==> config.mk <==
export PLATFORM = sky130hd
export DESIGN_NAME = midi_file_event_parser
export DESIGN_NICKNAME = d
export VERILOG_FILES = /design/src/rtl/mfep_pkg.sv /design/src/rtl/mfep_core.sv /design/src/rtl/mfep_out_buf.sv /design/src/rtl/midi_file_event_parser.sv
export SDC_FILE = /design/constraint.sdc
export NUM_CORES = 1
export LEC_CHECK = 0
export BUFFER_PORTS_ARGS = -buffer_cell sky130_fd_sc_hd__buf_2
export CORE_ASPECT_RATIO = 1.1
export CORE_MARGIN = 2
export CORE_UTILIZATION = 50
export CTS_CLUSTER_DIAMETER = 150
export DETAILED_ROUTE_END_ITERATION = 12
export PLACE_DENSITY_LB_ADDON = 0.12
export SYNTH_ARGS = -nofsm -noshare
export SYNTH_HDL_FRONTEND = slang
export SYNTH_SLANG_ARGS = --single-unit
==> constraint.sdc <==
create_clock -name clk_i -period 15.1 [get_ports clk_i]
set_input_delay 1.51 -clock clk_i [delete_from_list [all_inputs] [get_ports clk_i]]
set_output_delay 1.51 -clock clk_i [all_outputs]
set_load 0.02 [all_outputs]
==> src/rtl/mfep_pkg.sv <==
// Shared types and constants of the MIDI file event parser.
// No dependencies; every other file of the block imports this package.
package mfep_pkg;

  localparam logic [31:0] MAGIC_HEAD  = 32'h6468_544D;
  localparam logic [31:0] MAGIC_TRACK = 32'h6B72_544D;

  localparam logic [7:0] DATA_MASK    = 8'h7F;
  localparam logic [7:0] STATUS_BIT   = 8'h80;
  localparam logic [7:0] META_TEMPO   = 8'h51;
  localparam logic [7:0] META_EOT     = 8'h2F;
  localparam logic [7:0] SYSEX_END    = 8'hF7;
  localparam logic [7:0] SYSEX_START  = 8'hF0;
  localparam logic [7:0] META_STATUS  = 8'hFF;

  typedef enum logic [2:0] {
    KIND_HEADER = 3'd0,
    KIND_NOTE   = 3'd1,
    KIND_TEMPO  = 3'd2,
    KIND_DONE   = 3'd3,
    KIND_ERROR  = 3'd4
  } event_kind_e;

  typedef struct packed {
    event_kind_e kind;
    logic [31:0] tick;
    logic [7:0]  key;
    logic [31:0] tempo;
    logic [15:0] track_index;
    logic [15:0] track_count;
    logic [15:0] division;
  } result_t;

endpackage

==> src/rtl/mfep_core.sv <==
// Parser state and the single-pass next-state logic for one file byte.
// Depends on mfep_pkg for the magic words, status codes and result type.
module mfep_core
  import mfep_pkg::*;
#(
  parameter int TICK_WIDTH = 32
) (
  input  logic        clk_i,
  input  logic        rst_ni,
  input  logic        step_i,
  input  logic [7:0]  byte_i,
  input  logic        start_i,
  output logic        res_valid_o,
  output result_t     res_o
);

  typedef enum logic [4:0] {
    PH_MTHD, PH_HSKIP, PH_NTRK, PH_DIV, PH_MTRK, PH_TLEN, PH_DELTA, PH_EVENT,
    PH_KEY9, PH_VEL9, PH_RVEL, PH_DATA, PH_SYSEX, PH_MTYPE, PH_MLEN, PH_MSKIP,
    PH_TEMPO, PH_DONEP, PH_IDLE
  } phase_e;

  phase_e                  phase_q, phase_d;
  logic [3:0]              fbc_q, fbc_d;
  logic [15:0]             ttot_q, ttot_d;
  logic [15:0]             tfin_q, tfin_d;
  logic [31:0]             tbl_q, tbl_d;
  logic [TICK_WIDTH-1:0]   tick_q, tick_d;
  logic [31:0]             dacc_q, dacc_d;
  logic [7:0]              mtype_q, mtype_d;
  logic [7:0]              mlen_q, mlen_d;
  logic [31:0]             tacc_q, tacc_d;
  logic [7:0]              pkey_q, pkey_d;
  logic [15:0]             hdiv_q, hdiv_d;

  logic                    emit;
  logic                    body;
  logic                    failed;
  logic                    fin_chk;

  always_comb begin
    phase_d  = phase_q;
    fbc_d    = fbc_q;
    ttot_d   = ttot_q;
    tfin_d   = tfin_q;
    tbl_d    = tbl_q;
    tick_d   = tick_q;
    dacc_d   = dacc_q;
    mtype_d  = mtype_q;
    mlen_d   = mlen_q;
    tacc_d   = tacc_q;
    pkey_d   = pkey_q;
    hdiv_d   = hdiv_q;
    if (start_i) begin
      phase_d = PH_MTHD;
      fbc_d   = '0;
      ttot_d  = '0;
      tfin_d  = '0;
      tbl_d   = '0;
      tick_d  = '0;
      dacc_d  = '0;
      mtype_d = '0;
      mlen_d  = '0;
      tacc_d  = '0;
      pkey_d  = '0;
      hdiv_d  = '0;
    end

    emit    = 1'b0;
    res_o   = '0;
    body    = 1'b0;
    failed  = 1'b0;
    fin_chk = 1'b0;

    case (phase_d)
      PH_MTHD, PH_MTRK: begin
        if (byte_i != (phase_d == PH_MTHD ? MAGIC_HEAD[{fbc_d[1:0], 3'b000} +: 8]
                                          : MAGIC_TRACK[{fbc_d[1:0], 3'b000} +: 8])) begin
          emit       = 1'b1;
          res_o.kind = KIND_ERROR;
          res_o.track_index = tfin_d;
          res_o.track_count = ttot_d;
          res_o.division    = hdiv_d;
          phase_d    = PH_IDLE;
        end else begin
          fbc_d = fbc_d + 4'd1;
          if (fbc_d == 4'd4) begin
            fbc_d = '0;
            if (phase_d == PH_MTHD) begin
              phase_d = PH_HSKIP;
            end else begin
              tbl_d   = '0;
              phase_d = PH_TLEN;
            end
          end
        end
      end
      PH_HSKIP: begin
        fbc_d = fbc_d + 4'd1;
        if (fbc_d == 4'd6) begin
          fbc_d   = '0;
          phase_d = PH_NTRK;
        end
      end
      PH_NTRK: begin
        ttot_d = {ttot_d[7:0], byte_i};
        fbc_d  = fbc_d + 4'd1;
        if (fbc_d == 4'd2) begin
          fbc_d   = '0;
          phase_d = PH_DIV;
        end
      end
      PH_DIV: begin
        hdiv_d = {hdiv_d[7:0], byte_i};
        fbc_d  = fbc_d + 4'd1;
        if (fbc_d == 4'd2) begin
          fbc_d   = '0;
          phase_d = (ttot_d == '0) ? PH_DONEP : PH_MTRK;
          emit    = 1'b1;
          res_o.kind        = KIND_HEADER;
          res_o.track_index = tfin_d;
          res_o.track_count = ttot_d;
          res_o.division    = hdiv_d;
        end
      end
      PH_TLEN: begin
        tbl_d = {tbl_d[23:0], byte_i};
        fbc_d = fbc_d + 4'd1;
        if (fbc_d == 4'd4) begin
          fbc_d   = '0;
          tick_d  = '0;
          dacc_d  = '0;
          phase_d = PH_DELTA;
          if (tbl_d == '0) begin
            fin_chk = 1'b1;
          end
        end
      end
      PH_DONEP: begin
        phase_d    = PH_IDLE;
        emit       = 1'b1;
        res_o.kind = KIND_DONE;
        res_o.track_index = tfin_d;
        res_o.track_count = ttot_d;
        res_o.division    = hdiv_d;
      end
      PH_IDLE: begin
      end
      PH_DELTA, PH_EVENT, PH_KEY9, PH_VEL9, PH_RVEL, PH_DATA, PH_SYSEX,
      PH_MTYPE, PH_MLEN, PH_MSKIP, PH_TEMPO: begin
        body = 1'b1;
      end
      default: begin
        phase_d = PH_IDLE;
      end
    endcase

    // Every byte inside a track body uses up one byte of the track length.
    if (body) begin
      if (tbl_d != '0) begin
        tbl_d = tbl_d - 32'd1;
      end
      case (phase_d)
        PH_DELTA: begin
          dacc_d = {dacc_d[24:0], byte_i[6:0] & DATA_MASK[6:0]};
          if ((byte_i & STATUS_BIT) == '0) begin
            tick_d  = tick_d + TICK_WIDTH'(dacc_d);
            dacc_d  = '0;
            phase_d = PH_EVENT;
          end
        end
        PH_EVENT: begin
          if ((byte_i & STATUS_BIT) != '0) begin
            case (byte_i[7:4])
              4'h9: phase_d = PH_KEY9;
              4'h8, 4'hA, 4'hB, 4'hE: begin
                fbc_d   = 4'd2;
                phase_d = PH_DATA;
              end
              4'hC, 4'hD: begin
                fbc_d   = 4'd1;
                phase_d = PH_DATA;
              end
              default: begin
                if (byte_i == SYSEX_START || byte_i == SYSEX_END) begin
                  phase_d = PH_SYSEX;
                end else if (byte_i == META_STATUS) begin
                  phase_d = PH_MTYPE;
                end else begin
                  failed     = 1'b1;
                  emit       = 1'b1;
                  res_o.kind = KIND_ERROR;
                  res_o.track_index = tfin_d;
                  res_o.track_count = ttot_d;
                  res_o.division    = hdiv_d;
                  phase_d    = PH_IDLE;
                end
              end
            endcase
          end else begin
            pkey_d  = byte_i;
            phase_d = PH_RVEL;
          end
        end
        PH_KEY9: begin
          emit       = 1'b1;
          res_o.kind = KIND_NOTE;
          res_o.tick = 32'(tick_d);
          res_o.key  = byte_i;
          res_o.track_index = tfin_d;
          res_o.track_count = ttot_d;
          res_o.division    = hdiv_d;
          phase_d    = PH_VEL9;
        end
        PH_VEL9: phase_d = PH_DELTA;
        PH_RVEL: begin
          // A running-status note with zero velocity is a note-off.
          if (byte_i != '0) begin
            emit       = 1'b1;
            res_o.kind = KIND_NOTE;
            res_o.tick = 32'(tick_d);
            res_o.key  = pkey_d;
            res_o.track_index = tfin_d;
            res_o.track_count = ttot_d;
            res_o.division    = hdiv_d;
          end
          phase_d = PH_DELTA;
        end
        PH_DATA: begin
          fbc_d = fbc_d - 4'd1;
          if (fbc_d == '0) begin
            phase_d = PH_DELTA;
          end
        end
        PH_SYSEX: begin
          if (byte_i == SYSEX_END) begin
            phase_d = PH_DELTA;
          end
        end
        PH_MTYPE: begin
          mtype_d = byte_i;
          phase_d = PH_MLEN;
        end
        PH_MLEN: begin
          mlen_d  = byte_i;
          phase_d = PH_DELTA;
          if (mtype_d == META_TEMPO) begin
            tacc_d = '0;
            if (byte_i == '0) begin
              emit       = 1'b1;
              res_o.kind = KIND_TEMPO;
              res_o.tick = 32'(tick_d);
              res_o.track_index = tfin_d;
              res_o.track_count = ttot_d;
              res_o.division    = hdiv_d;
            end else begin
              phase_d = PH_TEMPO;
            end
          end else if (mtype_d == META_EOT) begin
            tbl_d = '0;
          end else if (byte_i != '0 && {24'd0, byte_i} <= tbl_d) begin
            phase_d = PH_MSKIP;
          end
        end
        PH_MSKIP: begin
          mlen_d = mlen_d - 8'd1;
          if (mlen_d == '0) begin
            phase_d = PH_DELTA;
          end
        end
        PH_TEMPO: begin
          tacc_d = {tacc_d[23:0], byte_i};
          mlen_d = mlen_d - 8'd1;
          if (mlen_d == '0) begin
            emit        = 1'b1;
            res_o.kind  = KIND_TEMPO;
            res_o.tick  = 32'(tick_d);
            res_o.tempo = tacc_d;
            res_o.track_index = tfin_d;
            res_o.track_count = ttot_d;
            res_o.division    = hdiv_d;
            phase_d     = PH_DELTA;
          end
        end
        default: phase_d = PH_IDLE;
      endcase
      if (!failed && phase_d != PH_TEMPO && tbl_d == '0) begin
        fin_chk = 1'b1;
      end
    end

    // The track is used up: move to the next one or close the file.
    if (fin_chk) begin
      tfin_d = tfin_d + 16'd1;
      if (tfin_d == ttot_d) begin
        if (emit) begin
          phase_d = PH_DONEP;
        end else begin
          phase_d    = PH_IDLE;
          emit       = 1'b1;
          res_o      = '0;
          res_o.kind = KIND_DONE;
          res_o.track_index = tfin_d;
          res_o.track_count = ttot_d;
          res_o.division    = hdiv_d;
        end
      end else begin
        phase_d = PH_MTRK;
        fbc_d   = '0;
      end
    end

    res_valid_o = emit;
  end

  always_ff @(posedge clk_i or negedge rst_ni) begin
    if (!rst_ni) begin
      phase_q <= PH_MTHD;
      fbc_q   <= '0;
      ttot_q  <= '0;
      tfin_q  <= '0;
      tbl_q   <= '0;
      tick_q  <= '0;
      dacc_q  <= '0;
      mtype_q <= '0;
      mlen_q  <= '0;
      tacc_q  <= '0;
      pkey_q  <= '0;
      hdiv_q  <= '0;
    end else if (step_i) begin
      phase_q <= phase_d;
      fbc_q   <= fbc_d;
      ttot_q  <= ttot_d;
      tfin_q  <= tfin_d;
      tbl_q   <= tbl_d;
      tick_q  <= tick_d;
      dacc_q  <= dacc_d;
      mtype_q <= mtype_d;
      mlen_q  <= mlen_d;
      tacc_q  <= tacc_d;
      pkey_q  <= pkey_d;
      hdiv_q  <= hdiv_d;
    end
  end

  a_tracks_bounded: assert property (@(posedge clk_i) disable iff (!rst_ni)
    tfin_q <= ttot_q)
    else $error("finished track count passed the header track count");

  a_tempo_len: assert property (@(posedge clk_i) disable iff (!rst_ni)
    phase_q == PH_TEMPO |-> mlen_q != '0)
    else $error("tempo payload phase with no bytes left");

  a_data_count: assert property (@(posedge clk_i) disable iff (!rst_ni)
    phase_q == PH_DATA |-> (fbc_q == 4'd1 || fbc_q == 4'd2))
    else $error("channel data skip count out of range");

  a_magic_count: assert property (@(posedge clk_i) disable iff (!rst_ni)
    (phase_q == PH_MTHD || phase_q == PH_MTRK || phase_q == PH_TLEN) |-> fbc_q < 4'd4)
    else $error("four-byte field count out of range");

endmodule

==> src/rtl/mfep_out_buf.sv <==
// Result register between the parser and the output channel.
// Depends on mfep_pkg for the result type.
module mfep_out_buf
  import mfep_pkg::*;
(
  input  logic    clk_i,
  input  logic    rst_ni,
  input  logic    load_i,
  input  result_t data_i,
  output logic    ready_o,
  input  logic    stall_i,
  output logic    valid_o,
  output result_t data_o
);

  logic    valid_q;
  result_t data_q;

  // The register can take a new result when empty or when it empties now.
  assign ready_o = !valid_q || !stall_i;
  assign valid_o = valid_q;
  assign data_o  = data_q;

  always_ff @(posedge clk_i or negedge rst_ni) begin
    if (!rst_ni) begin
      valid_q <= 1'b0;
    end else if (load_i) begin
      valid_q <= 1'b1;
    end else if (!stall_i) begin
      valid_q <= 1'b0;
    end
  end

  always_ff @(posedge clk_i) begin
    if (load_i) begin
      data_q <= data_i;
    end
  end

endmodule

==> src/rtl/midi_file_event_parser.sv <==
// An accepted byte is held in the input register, and its result is then loaded into the result register.
// Throughput: one byte per cycle; input stalls only while a result waits and the output stalls.
// Bytes that cause no result pass through without waiting on the output side.
// Reset: asynchronous, active low; the parser waits for a file header with all counts at zero.
// Depends on mfep_pkg, mfep_core and mfep_out_buf.
module midi_file_event_parser
  import mfep_pkg::*;
#(
  parameter int TICK_WIDTH = 32
) (
  input  logic        clk_i,
  input  logic        rst_ni,
  input  logic        in_valid_i,
  output logic        in_stall_o,
  input  logic [7:0]  data_byte_i,
  input  logic        file_start_i,
  output logic        out_valid_o,
  input  logic        out_stall_i,
  output logic [2:0]  event_kind_o,
  output logic [31:0] tick_o,
  output logic [7:0]  note_key_o,
  output logic [31:0] tempo_value_o,
  output logic [15:0] track_index_o,
  output logic [15:0] track_count_o,
  output logic [15:0] division_o
);

  logic       in_valid_q;
  logic [7:0] byte_q;
  logic       start_q;
  logic       advance;
  logic       res_valid;
  result_t    res;
  logic       buf_ready;
  result_t    out_data;

  assign advance    = in_valid_q && (!res_valid || buf_ready);
  assign in_stall_o = in_valid_q && !advance;

  always_ff @(posedge clk_i or negedge rst_ni) begin
    if (!rst_ni) begin
      in_valid_q <= 1'b0;
    end else if (in_valid_i && !in_stall_o) begin
      in_valid_q <= 1'b1;
    end else if (advance) begin
      in_valid_q <= 1'b0;
    end
  end

  always_ff @(posedge clk_i) begin
    if (in_valid_i && !in_stall_o) begin
      byte_q  <= data_byte_i;
      start_q <= file_start_i;
    end
  end

  mfep_core #(
    .TICK_WIDTH(TICK_WIDTH)
  ) u_core (
    .clk_i      (clk_i),
    .rst_ni     (rst_ni),
    .step_i     (advance),
    .byte_i     (byte_q),
    .start_i    (start_q),
    .res_valid_o(res_valid),
    .res_o      (res)
  );

  mfep_out_buf u_out (
    .clk_i  (clk_i),
    .rst_ni (rst_ni),
    .load_i (advance && res_valid),
    .data_i (res),
    .ready_o(buf_ready),
    .stall_i(out_stall_i),
    .valid_o(out_valid_o),
    .data_o (out_data)
  );

  assign event_kind_o  = out_data.kind;
  assign tick_o        = out_data.tick;
  assign note_key_o    = out_data.key;
  assign tempo_value_o = out_data.tempo;
  assign track_index_o = out_data.track_index;
  assign track_count_o = out_data.track_count;
  assign division_o    = out_data.division;

  a_stall_cause: assert property (@(posedge clk_i) disable iff (!rst_ni)
    in_stall_o |-> (out_valid_o && out_stall_i && res_valid))
    else $error("input stalled without a blocked result");

  a_no_overwrite: assert property (@(posedge clk_i) disable iff (!rst_ni)
    (out_valid_o && out_stall_i) |=> out_valid_o)
    else $error("held result dropped while stalled");

  a_result_follows: assert property (@(posedge clk_i) disable iff (!rst_ni)
    (advance && res_valid) |=> out_valid_o)
    else $error("parsed result did not reach the output register");

endmodule

==> impl_metrics.json <==
{
  "grt_max_degree": 78,
  "grt-ovfl-total": 0,
  "cts_tree": "yes",
  "async_reset_ff_share_pct": 59.8,
  "synth-seq-cells": 328,
  "skew_ns": 0.0286,
  "first_pass_iters": 6,
  "seq_power_share_pct": 36.1,
  "cts.path.max_buffers": 3,
  "die_area_mm2": 0.0417,
  "intPower_mw": 1.97,
  "final_cell_area_mm2": 0.0223,
  "power.switching_mw": 1.27,
  "antenna_found_initial": 0,
  "worst_setup_path_start_kind": "flip-flop",
  "grt_setup_unrepaired": "false",
  "synth_top_cell_area_share_pct": 24.5,
  "period_share_pct": 64.8,
  "grt_pass1_vias": 17300,
  "yosysUniqueCellTypes": 96,
  "status": "complete, no violations",
  "r2r_slack_ns": 5.68,
  "max_freq_ghz": 0.102,
  "wire_per_inst_um": 23.0,
  "synth-main-ff-cell": "dfrtp_1",
  "boundaryPins": 138,
  "p_sw_share_pct": 39.3,
  "ys_top_cells_by_area": "dfrtp_1, edfxtp_1, a22o_1, and2_1, nand2_1",
  "diodes": 0,
  "synth_top_area_cell": "dfrtp_1",
  "initial_core_util_pct": 50.9,
  "min_path_type": "flip-flop to flip-flop",
  "core-area_mm2": 0.0394,
  "comb_power_share_pct": 36.3,
  "place_area_mm2": 0.0211,
  "post_cts_buffers": 0,
  "die_x_um": 195,
  "relSlewSlack_pct": 27.9,
  "max_cap_viol_count": 0,
  "drt_iter0_markers": 1557,
  "p_per_area_mw_per_mm2": 145,
  "cpMostUsedCell": "nor2_1",
  "cp.depth": 24,
  "cp_max_fo": 15,
  "drc": 0,
  "cpPeakStageDelay_ns": 0.82,
  "synth_warnings": 0,
  "place_congestion": 0.983,
  "critPathBufInv": 2,
  "routed_via_density": 6.46,
  "min_to": "u_core.dacc_q[18]$_DFFE_PN0P_",
  "tightest_slew_ns": 1.07,
  "dp_hpwl_um": 43600,
  "syn_area_per_cell_um2": 9.37,
  "ff2ff_path_depth": 26,
  "crit_family": "simple AND/OR/NAND/NOR gates",
  "die_y_um": 214,
  "finalHoldViolCount": 0,
  "syn_inst": 2137,
  "portBuffers": 137,
  "r2r_end": "u_out.data_o[89]$_DFFE_PP_",
  "cts_sinks": 328,
  "ant_nets": 0,
  "path_cells": "or4_1 > nor2_1 > nor2_1 > ha_1 > mux2i_1 > nor3_1 > or4b_4 > nor4_4 > a21oi_2 > a22o_1 > inv_1 > ha_1 > nand2_1 > o31ai_1 > a41oi_1 > or2_2 > nor3_1 > a21boi_0 > nor4b_1 > and4bb_2 > a21oi_1 > nor2_1 > and3_1 > buf_2",
  "htreeDepth": 2,
  "ctsHoldBuffers": 0,
  "synth-edff-count": 132,
  "syn2layout_area_growth_pct": 11.3,
  "cp.arrival_ns": 8.27,
  "fill_cells": 3549,
  "ctsRootBufferMaster": "clkbuf_16",
  "dr_total_vias": 17700,
  "grt_util_all_layers_pct": 30.2,
  "yosysMostFrequentCell": "nand2_1",
  "cts_resized": 0,
  "hold_depth": 1,
  "critPathSlowestCell": "nor3_1",
  "vdd_drop_max_uv": 99.3,
  "cts.clk_slew.worst_paths_ns": 0.07,
  "synth_commonest_cells": "nand2_1, dfrtp_1, nor2_1",
  "setup_viol": 0,
  "slew_violations": 0,
  "setup-tns-final_ns": 0,
  "rows": 76,
  "grt_pass1_wl_um": 98700,
  "layout-drive-gt1-share_pct": 12.6,
  "pwr-share-clk_pct": 27.6,
  "period_minus_slack_ns": 9.78,
  "p_leak_nw": 9.45,
  "end_kind": "output pin",
  "r2r_start": "u_core.phase_q[1]$_DFFE_PN0P_",
  "yosysSeqAreaShare_pct": 44.3,
  "nets": 2277,
  "syn_nets": 2201,
  "drt_wl_total_um": 63100,
  "cts_buffers": 36,
  "clk_latency_ns": 0.57,
  "crit_required_ns": 13.59,
  "synth_area_mm2": 0.0200,
  "critPathKind": "flip-flop to output pin",
  "hold_start": "u_core.dacc_q[18]$_DFFE_PN0P_"
}
-- kinds of logic after synthesis --
| group | share of synthesized area [%] |
|---|---|
| muxes | 0.725 |
| buffers and inverters | 3.66 |
| AOI/OAI and AO/OA | 24.2 |
| xor gates and xnor gates | 3.46 |
| and+or+nand+nor | 20.5 |
| adders and majority gates | 3.22 |
| DFF | 44.3 |
-- worst max path at each step --
stage | startpoint | endpoint | slack (ns)
6_report | u_core.phase_q[1]$_DFFE_PN0P_ | in_stall_o | 5.32
2_1_floorplan | start_q$_DFFE_PP_ | u_out.data_o[0]$_DFFE_PP_ | 1.23
3_3_place_gp | u_core.phase_q[2]$_DFFE_PN0P_ | u_out.data_o[91]$_DFFE_PP_ | 6.06
5_1_grt | u_core.phase_q[2]$_DFFE_PN0P_ | in_stall_o | 4.72
4_1_cts | start_q$_DFFE_PP_ | in_stall_o | 5.39
3_5_place_dp | start_q$_DFFE_PP_ | u_out.data_o[92]$_DFFE_PP_ | 5.76
-- placed cells by master (no fill, tap or decap), types with 17 or more instances in the layout --
master and count:
ha_1 50, o22ai_1 17, inv_1 37, o211ai_1 19, and2_1 133, buf_4 40
o21ai_0 137, nand2_1 216, nand4_1 20, o21ai_1 19, edfxtp_1 132, xor2_1 25
xnor2_1 54, a21oi_1 120, nand3_1 63, a22oi_1 25, a21o_1 23, nor2_1 150
nor3_1 54, clkbuf_16 36, and3_1 23, dfrtp_1 196, nor4_1 22, a211oi_1 19
buf_2 136, nor2b_1 19, a22o_1 141
-- state kept, by name (all words and copies together) (netlist names), 16 cells and up --
name	cells
u_core.dacc_q	25
u_core.tick_q	32
u_out.data_o	123
u_core.tfin_q	16
u_core.tacc_q	24
u_core.tbl_q	32
u_core.hdiv_q	16
u_core.ttot_q	16
-- metrics by stage --
stage          power, mW  std cells  util [%]  setup slack, ns  hold slack, ns
6_report            3.24       2745      56.6             5.32           0.499
5_1_grt             3.42       2745      56.6             4.72           0.509
4_1_cts             3.24       2745      56.6             5.39           0.498
2_1_floorplan       1.99       2137         -             1.23           0.458
3_3_place_gp        2.32       2682      53.6             6.06           0.474
3_5_place_dp        2.33       2682      53.6             5.76           0.486
-- power by group through the flow --
stage	Combinational (mW)	Clock, mW	Sequential [mW]
2_1_floorplan	0.807	0	1.18
3_3_place_gp	1.14	0	1.18
3_5_place_dp	1.15	0	1.18
4_1_cts	1.16	0.912	1.16
5_1_grt	1.29	0.948	1.18
6_report	1.18	0.895	1.17
-- layout make-up --
type	count	area (um2)	area share, %
repair buffers	177	995	4.46
clock buffers	45	945	4.24
multi-input cells	1633	10500	47.0
clock inverters	18	233	1.04
flip-flops and latches	328	8870	39.8
inverters	37	139	0.623
well taps	507	634	2.85
-- per-layer routing --
layer | vias up | track usage (%) | routed length [um]
met2 | 788 | 50.5 | 29700
met4 | 0 | 13.5 | 2790
met3 | 194 | 5.22 | 4470
met1 | 8597 | 38.8 | 26100
li1 | 8145 | - | -
met5 | - | 0 | 0
Note: power is estimated with default switching activity, not from simulation.
